===== config.mk =====
export PLATFORM = sky130hd
export DESIGN_NAME = crc_frame_receiver_top
export DESIGN_NICKNAME = d
export VERILOG_FILES = /design/src/hw/rtl/crcfr_pkg.sv /design/src/hw/rtl/crcfr_parser.sv /design/src/hw/rtl/crcfr_outbuf.sv /design/src/hw/rtl/crc_frame_receiver_top.sv
export SDC_FILE = /design/constraint.sdc
export NUM_CORES = 1
export LEC_CHECK = 0
export ABC_AREA = 1
export BUFFER_PORTS_ARGS = -buffer_cell sky130_fd_sc_hd__buf_2
export CAP_MARGIN = 10
export CORE_ASPECT_RATIO = 1.75
export CORE_MARGIN = 2
export CORE_UTILIZATION = 30
export CTS_CLUSTER_DIAMETER = 150
export CTS_CLUSTER_SIZE = 28
export DETAILED_ROUTE_END_ITERATION = 6
export SYNTH_ARGS = -nofsm -noshare
export SYNTH_HDL_FRONTEND = slang
export SYNTH_HIERARCHICAL = 1
export SYNTH_SLANG_ARGS = --single-unit

===== constraint.sdc =====
create_clock -name clk -period 6.54 [get_ports clk]
set_input_delay 0.654 -clock clk [delete_from_list [all_inputs] [get_ports clk]]
set_output_delay 0.654 -clock clk [all_outputs]
set_load 0.005 [all_outputs]

===== src/hw/rtl/crcfr_pkg.sv =====
package crcfr_pkg;

  localparam int BYTE_W  = 8;
  localparam int CRC_W   = 16;
  localparam int VERD_W  = 2;

  localparam logic [CRC_W-1:0]  CRC_POLY  = 16'h1021;
  localparam logic [CRC_W-1:0]  CRC_INIT  = 16'h0000;
  localparam logic [BYTE_W-1:0] FRAME_END = 8'h03;

  localparam logic KIND_DATA    = 1'b0;
  localparam logic KIND_VERDICT = 1'b1;

  localparam logic [VERD_W-1:0] VERDICT_OK    = 2'd0;
  localparam logic [VERD_W-1:0] VERDICT_CRC   = 2'd1;
  localparam logic [VERD_W-1:0] VERDICT_TERM  = 2'd2;
  localparam logic [VERD_W-1:0] VERDICT_TRUNC = 2'd3;

  typedef enum logic [2:0] {
    PH_IDLE = 3'd0,
    PH_LEN  = 3'd1,
    PH_DATA = 3'd2,
    PH_CRCH = 3'd3,
    PH_CRCL = 3'd4,
    PH_TERM = 3'd5
  } phase_t;

  typedef struct packed {
    logic              kind;
    logic [BYTE_W-1:0] payload_byte;
    logic [BYTE_W-1:0] payload_index;
    logic [VERD_W-1:0] verdict;
  } result_t;

  typedef struct packed {
    logic out_full;
    logic skid_full;
  } buf_status_t;

  // MSB-first CRC-16 update over one byte, eight shift steps.
  function automatic logic [CRC_W-1:0] crc16_byte(input logic [CRC_W-1:0] crc_in,
                                                  input logic [BYTE_W-1:0] data);
    logic [CRC_W-1:0] crc;
    crc = crc_in ^ {data, 8'h00};
    for (int k = 0; k < BYTE_W; k++) begin
      if (crc[CRC_W-1]) begin
        crc = {crc[CRC_W-2:0], 1'b0} ^ CRC_POLY;
      end else begin
        crc = {crc[CRC_W-2:0], 1'b0};
      end
    end
    return crc;
  endfunction

endpackage


===== src/hw/rtl/crcfr_parser.sv =====
module crcfr_parser (
  input  logic                                 clk,
  input  logic                                 rst_n,
  input  logic                                 accept,
  input  logic [crcfr_pkg::BYTE_W-1:0]         rx_byte,
  input  logic                                 starts_packet,
  output logic                                 res_valid,
  output crcfr_pkg::result_t                   res
);

  crcfr_pkg::phase_t                 phase_r, phase_nxt;
  logic [crcfr_pkg::BYTE_W-1:0]      len_r, len_nxt;
  logic [crcfr_pkg::BYTE_W-1:0]      cnt_r, cnt_nxt;
  logic [crcfr_pkg::CRC_W-1:0]       crc_r, crc_nxt;
  logic [crcfr_pkg::CRC_W-1:0]       rcrc_r, rcrc_nxt;
  logic [crcfr_pkg::BYTE_W-1:0]      cnt_inc;

  assign cnt_inc = cnt_r + 8'd1;

  always_comb begin
    phase_nxt         = phase_r;
    len_nxt           = len_r;
    cnt_nxt           = cnt_r;
    crc_nxt           = crc_r;
    rcrc_nxt          = rcrc_r;
    res_valid         = 1'b0;
    res.kind          = crcfr_pkg::KIND_VERDICT;
    res.payload_byte  = '0;
    res.payload_index = '0;
    res.verdict       = crcfr_pkg::VERDICT_OK;

    if (starts_packet) begin
      // A start inside an open packet closes it as truncated.
      phase_nxt   = crcfr_pkg::PH_LEN;
      crc_nxt     = crcfr_pkg::CRC_INIT;
      cnt_nxt     = '0;
      res_valid   = (phase_r != crcfr_pkg::PH_IDLE);
      res.verdict = crcfr_pkg::VERDICT_TRUNC;
    end else begin
      unique case (phase_r)
        crcfr_pkg::PH_LEN: begin
          len_nxt   = rx_byte;
          cnt_nxt   = '0;
          crc_nxt   = crcfr_pkg::CRC_INIT;
          phase_nxt = (rx_byte == '0) ? crcfr_pkg::PH_CRCH : crcfr_pkg::PH_DATA;
        end
        crcfr_pkg::PH_DATA: begin
          crc_nxt           = crcfr_pkg::crc16_byte(crc_r, rx_byte);
          res_valid         = 1'b1;
          res.kind          = crcfr_pkg::KIND_DATA;
          res.payload_byte  = rx_byte;
          res.payload_index = cnt_r;
          cnt_nxt           = cnt_inc;
          if (cnt_inc == len_r) begin
            phase_nxt = crcfr_pkg::PH_CRCH;
          end
        end
        crcfr_pkg::PH_CRCH: begin
          rcrc_nxt  = {rx_byte, 8'h00};
          phase_nxt = crcfr_pkg::PH_CRCL;
        end
        crcfr_pkg::PH_CRCL: begin
          rcrc_nxt  = {rcrc_r[crcfr_pkg::CRC_W-1:crcfr_pkg::BYTE_W], rx_byte};
          phase_nxt = crcfr_pkg::PH_TERM;
        end
        crcfr_pkg::PH_TERM: begin
          res_valid = 1'b1;
          phase_nxt = crcfr_pkg::PH_IDLE;
          // A CRC mismatch outranks a bad terminator.
          if (crc_r != rcrc_r) begin
            res.verdict = crcfr_pkg::VERDICT_CRC;
          end else if (rx_byte != crcfr_pkg::FRAME_END) begin
            res.verdict = crcfr_pkg::VERDICT_TERM;
          end else begin
            res.verdict = crcfr_pkg::VERDICT_OK;
          end
        end
        default: begin
          phase_nxt = crcfr_pkg::PH_IDLE;
        end
      endcase
    end
  end

  always_ff @(posedge clk) begin
    if (!rst_n) begin
      phase_r <= crcfr_pkg::PH_IDLE;
      len_r   <= '0;
      cnt_r   <= '0;
      crc_r   <= crcfr_pkg::CRC_INIT;
      rcrc_r  <= '0;
    end else if (accept) begin
      phase_r <= phase_nxt;
      len_r   <= len_nxt;
      cnt_r   <= cnt_nxt;
      crc_r   <= crc_nxt;
      rcrc_r  <= rcrc_nxt;
    end
  end

endmodule


===== src/hw/rtl/crcfr_outbuf.sv =====
module crcfr_outbuf (
  input  logic                     clk,
  input  logic                     rst_n,
  input  logic                     push,
  input  crcfr_pkg::result_t       res_in,
  input  logic                     out_stall,
  output logic                     out_valid,
  output crcfr_pkg::result_t       res_out,
  output crcfr_pkg::buf_status_t   status
);

  logic                 out_valid_r;
  logic                 skid_valid_r;
  crcfr_pkg::result_t   out_res_r;
  crcfr_pkg::result_t   skid_res_r;
  logic                 slot_free;

  // The output slot can take a new request when it is empty or being drained.
  assign slot_free = !out_valid_r || !out_stall;

  always_ff @(posedge clk) begin
    if (!rst_n) begin
      out_valid_r  <= 1'b0;
      skid_valid_r <= 1'b0;
    end else begin
      if (skid_valid_r) begin
        if (slot_free) begin
          out_valid_r  <= 1'b1;
          skid_valid_r <= 1'b0;
        end
      end else if (push) begin
        if (slot_free) begin
          out_valid_r <= 1'b1;
        end else begin
          skid_valid_r <= 1'b1;
        end
      end else if (slot_free) begin
        out_valid_r <= 1'b0;
      end
    end
  end

  always_ff @(posedge clk) begin
    if (skid_valid_r) begin
      if (slot_free) begin
        out_res_r <= skid_res_r;
      end
    end else if (push) begin
      if (slot_free) begin
        out_res_r <= res_in;
      end else begin
        skid_res_r <= res_in;
      end
    end
  end

  assign out_valid        = out_valid_r;
  assign res_out          = out_res_r;
  assign status.out_full  = out_valid_r;
  assign status.skid_full = skid_valid_r;

endmodule


===== src/hw/rtl/crc_frame_receiver_top.sv =====
// Channel   Direction  Handshake        Payload
// in_       input      in_valid/stall   rx_byte, starts_packet
// out_      output     out_valid/stall  kind, payload_byte, payload_index, verdict
//
// One byte is taken per cycle while in_stall is low; its request, if any, is
// registered in the output buffer before it is shown on the out_ channel.
// The CRC update of a byte is an eight-step combinational shift network.
// Reset is synchronous and active low; it returns the framer to idle.
// A two-entry output buffer lets the input run while one request waits;
// in_stall rises only when both entries are occupied.
module crc_frame_receiver_top (
  input  logic                                clk,
  input  logic                                rst_n,
  input  logic                                in_valid,
  output logic                                in_stall,
  input  logic [crcfr_pkg::BYTE_W-1:0]        in_rx_byte,
  input  logic                                in_starts_packet,
  output logic                                out_valid,
  input  logic                                out_stall,
  output logic                                out_kind,
  output logic [crcfr_pkg::BYTE_W-1:0]        out_payload_byte,
  output logic [crcfr_pkg::BYTE_W-1:0]        out_payload_index,
  output logic [crcfr_pkg::VERD_W-1:0]        out_verdict
);

  logic                    accept;
  logic                    res_valid;
  crcfr_pkg::result_t      res;
  crcfr_pkg::result_t      res_out;
  crcfr_pkg::buf_status_t  status;

  assign in_stall = status.skid_full;
  assign accept   = in_valid && !in_stall;

  crcfr_parser u_parser (
    .clk           (clk),
    .rst_n         (rst_n),
    .accept        (accept),
    .rx_byte       (in_rx_byte),
    .starts_packet (in_starts_packet),
    .res_valid     (res_valid),
    .res           (res)
  );

  crcfr_outbuf u_outbuf (
    .clk       (clk),
    .rst_n     (rst_n),
    .push      (accept && res_valid),
    .res_in    (res),
    .out_stall (out_stall),
    .out_valid (out_valid),
    .res_out   (res_out),
    .status    (status)
  );

  assign out_kind          = res_out.kind;
  assign out_payload_byte  = res_out.payload_byte;
  assign out_payload_index = res_out.payload_index;
  assign out_verdict       = res_out.verdict;

  // The skid entry is only ever filled behind a full output slot.
  a_skid_behind_out: assert property (@(posedge clk) disable iff (!rst_n)
    status.skid_full |-> status.out_full)
    else $error("skid entry holds a request while the output slot is empty");

  // A full skid entry must drain into the output once the output moves.
  a_skid_drains: assert property (@(posedge clk) disable iff (!rst_n)
    (status.skid_full && !out_stall) |=> (out_valid && !status.skid_full))
    else $error("skid entry did not move to the output");

  a_verdict_clean: assert property (@(posedge clk) disable iff (!rst_n)
    (out_valid && out_kind == crcfr_pkg::KIND_VERDICT) |->
      (out_payload_byte == '0 && out_payload_index == '0))
    else $error("verdict request carries payload fields");

  a_data_clean: assert property (@(posedge clk) disable iff (!rst_n)
    (out_valid && out_kind == crcfr_pkg::KIND_DATA) |->
      (out_verdict == crcfr_pkg::VERDICT_OK))
    else $error("payload request carries a verdict");

endmodule

* Yosys cells after proc, flatten, opt, wreduce, memory -nomap -nowiden
Index checks and enable logic that the tools add are counted.
** Cells by class
- Multiplexer cells :: 50
- Equal/unequal tests :: 11
- Bitwise operators :: 13
- Reduce and logical (&&, ||, !) cells :: 20
- Add/subtract/negate cells :: 1
** Operators by type and width (count)
- $mux W16 :: 15
- $mux W13 :: 8
- $mux W19 :: 4
- $pmux W16 S2 :: 2
- $mux W17 :: 2
- $not A3 Y3 :: 8
- $ne A16 B16 Y1 :: 1
- $pmux W8 S2 :: 1
- $xor A16 B16 Y16 :: 1
- $pmux W3 S4 :: 1
- $reduce_and A3 Y1 :: 4
- $mux W1 :: 10
- $reduce_bool A3 Y1 :: 3
- $add A8 B1 Y8 const B :: 1
- $eq A8 B8 Y1 :: 1
- $logic_not A8 Y1 :: 1
- $mux W2 :: 4
- $mux W8 :: 1
- $ne A8 B2 Y1 const B :: 1
- $eq A3 B2 Y1 const B :: 2
- $eq A3 B3 Y1 const B :: 2
- $mux W3 :: 2
- $ne A2 B2 Y1 const B :: 2
- $not A1 Y1 :: 4
- 9 further kinds :: 14
** Word-level totals
- Input bits :: 13
- Output and inout bits :: 21
- Logic and storage cells :: 111
- Register bits :: 91

* Longest topological paths before layout
- Depth after elaboration :: 33
- Mapped depth :: 14
- Mapped depth without buffers :: 14

* Hierarchy
Netlist, hierarchy kept.
** By module, submodules not included
- crcfr_parser :: area each 2806.4 um2, instances 1, cells an instance 400
- crcfr_outbuf :: area each 1488.9 um2, instances 1, cells an instance 111
- crc_frame_receiver_top :: area each 23.8 um2, instances 1, cells an instance 5

* Least setup slack after synthesis
No wires, ideal clock.
- Path type :: reg2reg
- Start point :: register u_parser.phase_r[2]
- End point :: register u_outbuf.out_res_r, in the netlist u_outbuf/res_out[0], enable pin
- Buffers on the path :: 1
- Setup slack :: 4135 ps
- Arrival :: 2004 ps
- Stages on the path, launching flop included :: 10
- Library setup time :: 401 ps
- Cell sequence :: dfxtp_1 > buf_6 > inv_1 > nor3_1 > inv_1 > nand3_1 > inv_1 > nor2_2 > nor2_1 > a21oi_1
** Between the ends
- Cells in the longest elaborated chain, start to end :: 7
- Elaborated cells between the ends (all ways) :: 10
- Classes of those cells :: eq/ne: 3; mux: 2; reduce/logical: 5
** RTL lines
- start: declaration :: line crcfr_parser.sv:11 : crcfr_pkg::phase_t phase_r, phase_nxt;
- start signal: assignment :: line crcfr_parser.sv:87 : phase_r <= crcfr_pkg::PH_IDLE;
- start signal: assignment :: line crcfr_parser.sv:93 : phase_r <= phase_nxt;
- $eq A3 B2 Y1 or $eq A3 B3 Y1 (tied branches) :: line crcfr_parser.sv:40 : unique case (phase_r)
- $reduce_or A2 Y1 (no line)
- $mux W1 :: line crcfr_parser.sv:40
- $mux W1 (*) :: line crcfr_parser.sv:32 : if (starts_packet) begin
- via res_valid :: line crc_frame_receiver_top.sv:27 : logic res_valid;
- $logic_and A1 B1 Y1 (*) :: line crc_frame_receiver_top.sv:48 : .push (accept && res_valid),
- $ne A2 B2 Y1 (no line) or $reduce_bool A2 Y1 (tied branches)
- $reduce_and A3 Y1 (no line) (*)
- end signal: assignment :: line crcfr_outbuf.sv:46 : out_res_r <= skid_res_r;
- end signal: assignment :: line crcfr_outbuf.sv:50 : out_res_r <= res_in;
- end: declaration :: line crcfr_outbuf.sv:14 : crcfr_pkg::result_t out_res_r;
Mark *: on every way through the listed nets, which the timed path passes. The rest lies on a longest branch.
A chain may end at the register's enable or synchronous reset.

* Worst setup path in the final report
- Start point :: register u_outbuf.skid_valid_r
- End point :: register u_parser/rcrc_r[1] (netlist bit)
** Between the ends
- Cells in the longest elaborated chain, start to end :: 3
** RTL lines
- start: declaration :: line crcfr_outbuf.sv:13 : logic skid_valid_r;
- start signal: assignment :: line crcfr_outbuf.sv:24 : skid_valid_r <= 1'b0;
- start signal: assignment :: line crcfr_outbuf.sv:29 : skid_valid_r <= 1'b0;
- start signal: assignment :: line crcfr_outbuf.sv:35 : skid_valid_r <= 1'b1;
- $logic_not A1 Y1 :: line crc_frame_receiver_top.sv:33 : assign accept = in_valid && !in_stall;
- $logic_and A1 B1 Y1 :: line crc_frame_receiver_top.sv:33
- via accept :: line crc_frame_receiver_top.sv:26 : logic accept;
- $reduce_and A3 Y1 (no line)
- end signal: assignment :: line crcfr_parser.sv:97 : rcrc_r <= rcrc_nxt;
- end: declaration :: line crcfr_parser.sv:15 : logic [crcfr_pkg::CRC_W-1:0] rcrc_r, rcrc_nxt;
The timed path passes the listed nets, and every way through them passes these cells.

==> impl_metrics.py <==
metrics = {
    "final_layout": {
        "syn2layout_area_growth_pct": 14.7,
        "fin_area_um2": 4950,
        "final_cells": 729,
        "fin_nets": 558,
        "fin_util_pct": 34.8,
        "layout-drive-gt1-share_pct": 14.6,
        "n_antenna_cell": 0,
    },
    "floorplanning": {
        "dieArea_um2": 15400,
        "die_h_um": 163,
        "core_um2": 14200,
        "start_util_pct": 30.3,
        "die_w_um": 94.6,
        "num_io_pins": 34,
        "rows": 58,
    },
    "timing": {
        "fin_hold_ws_ps": 480,
        "fmax_ghz": 0.416,
        "setup_tns_ps": 0,
        "min_period_over_period_pct": 36.8,
        "rsz0062_at_grt": "no",
        "worst_slack_ps": 4130,
        "fin_crit_ps": 2410,
        "finalSetupViolations": 0,
        "worstMarginPinSlew_ps": 1110,
        "maxSlewViolCount": 0,
        "finalHoldViolations": 0,
        "maxSlewHeadroom_pct": 26.1,
        "finClkSkew_ps": 7.64,
    },
    "hold_path": {
        "holdCritPathClass": "flop to flop",
    },
    "worst_setup_path": {
        "cp_max_fo": 43,
        "cp-end-kind": "flop",
        "worst-endpoint-arrival_ps": 2670,
        "cp.required_ps": 6810,
        "setup.worst_path.class": "flop to flop",
        "critPathSlowestCell": "dfxtp_1",
        "cpMostUsedCell": "inv_1",
        "cp_slowest_stage_delay_ps": 1050,
        "start_kind": "flop",
        "crit_chain": "inv_1 -> nand2_2 -> inv_1 -> inv_1 -> nor2_1 -> inv_2 -> nor2_2 -> nor2_2 -> nand2_1 -> a21oi_1",
    },
    "detailed_routing": {
        "wl_mm": 9.92,
        "drc": 0,
        "vias_per_cell": 4.80,
        "drt_iter0_drc": 203,
        "vias": 3502,
        "dr.pass1.iters": 5,
        "route.antenna.remaining_nets": 0,
        "wl_per_cell_um": 13.6,
    },
    "global_routing": {
        "grt_pass1_wl_mm": 15.7,
        "grt_pass1_vias": 3256,
        "antenna_found_initial": 0,
        "track_usage_pct": 13.2,
        "grt_start_max_net_pins": 44,
        "overflow": 0,
    },
    "clock_network": {
        "cts_tree": "yes",
        "cts_sinks": 91,
        "clk_latency_ps": 340,
        "root_buffer": "clkbuf_16",
        "clk_pin_slew_ps": 70,
        "cts_hold_buffers": 0,
        "h-tree-depth": 3,
        "post_cts_resize_count": 0,
        "clockBufferDepth": 2,
        "cts_setup_buffers": 0,
        "cts_buffers": 9,
    },
    "pwr": {
        "power_density_nw_per_um2": 249,
        "leakagePower_nw": 1.73,
        "ir_drop_mv": 0.119,
        "power_mw": 1.23,
    },
    "placed_design": {
        "place_area_um2": 4630,
        "dpl_worst_slack_ps": 4120,
        "dpl.cell_count": 713,
        "dp_hpwl_mm": 7.29,
        "io_buffers": 33,
        "gp_congestion": 0.884,
    },
    "status": {
        "status": "complete, no violations",
    },
    "yosys": {
        "synth_nets": 529,
        "synth_warnings": 6,
        "syn-instance-count": 515,
        "syn-mean-instance-area_um2": 8.37,
        "synth_area_um2": 4310,
    },
    "job": {
        "maxCapViolCount": 0,
    },
}
[area by class of cell]
cell class	instances	area, um^2
inverter	66	248
multi-input combinational	341	1770
sequential	91	2200
clock buffer	10	229
tap	180	225
timing repair buffer	35	180
clock inverter	6	88.8
fill	1501	9280
[state kept, by name (all words and copies together), names as in the netlist]
signal / cells
u_outbuf/out_valid: 1
u_outbuf/res_out: 19
u_outbuf/skid_res_r: 19
u_outbuf/skid_valid_r: 1
u_parser/cnt_r: 8
u_parser/crc_r: 16
u_parser/len_r: 8
u_parser/phase_r: 3
u_parser/rcrc_r: 16
[cell usage in the layout, fill, tap and decap left out, types with 3 or more instances in the layout]
cell / count
clkbuf_16: 9
nand2_2: 4
nand4_1: 6
a211oi_1: 5
o21ai_0: 36
a21oi_1: 51
or2_2: 4
buf_2: 33
xor2_1: 6
nor2_2: 8
xnor2_1: 26
inv_2: 7
dfxtp_1: 53
o21ai_1: 3
nor2_1: 29
nand3_1: 36
nand2_1: 107
inv_1: 59
edfxtp_1: 38
[final timing paths]
path	start	to	slack [ps]	depth (start not counted)
setup / recovery	u_outbuf/skid_valid_r$_SDFF_PN0_	u_parser/rcrc_r[1]$_SDFFE_PN0P_	4130	10
hold / removal	u_parser/rcrc_r[15]$_SDFFE_PN0P_	u_parser/rcrc_r[15]$_SDFFE_PN0P_	480	2
setup reg to reg	u_outbuf/skid_valid_r$_SDFF_PN0_	u_parser/rcrc_r[1]$_SDFFE_PN0P_	4130	10
hold reg to reg	u_parser/rcrc_r[15]$_SDFFE_PN0P_	u_parser/rcrc_r[15]$_SDFFE_PN0P_	480	2
[critical path: cells and delay by family (launching register included)]
family                 cells  cell delay (ps)
AND/OR/NAND/NOR            5              730
buffers and inverters      4              420
flip-flops                 1             1050
AO/OA/AOI/OAI              1              140
[routing by layer]
metal	up-vias	global-route usage, %	share of wire (%)	routed length (um)
met5	-	0	0	0
met4	0	6.32	3.4	336
met3	23	2.78	5.3	529
met2	108	23.4	53	5280
met1	1623	14.7	38	3770
li1	1748	-	-	-
[power by group]
group	switching, mW	internal (mW)	total (mW)
sequential	0.00735	0.598	0.605
combinational	0.0527	0.0280	0.0807
clock	0.213	0.335	0.548
Note: power is estimated with default switching activity, not from simulation.
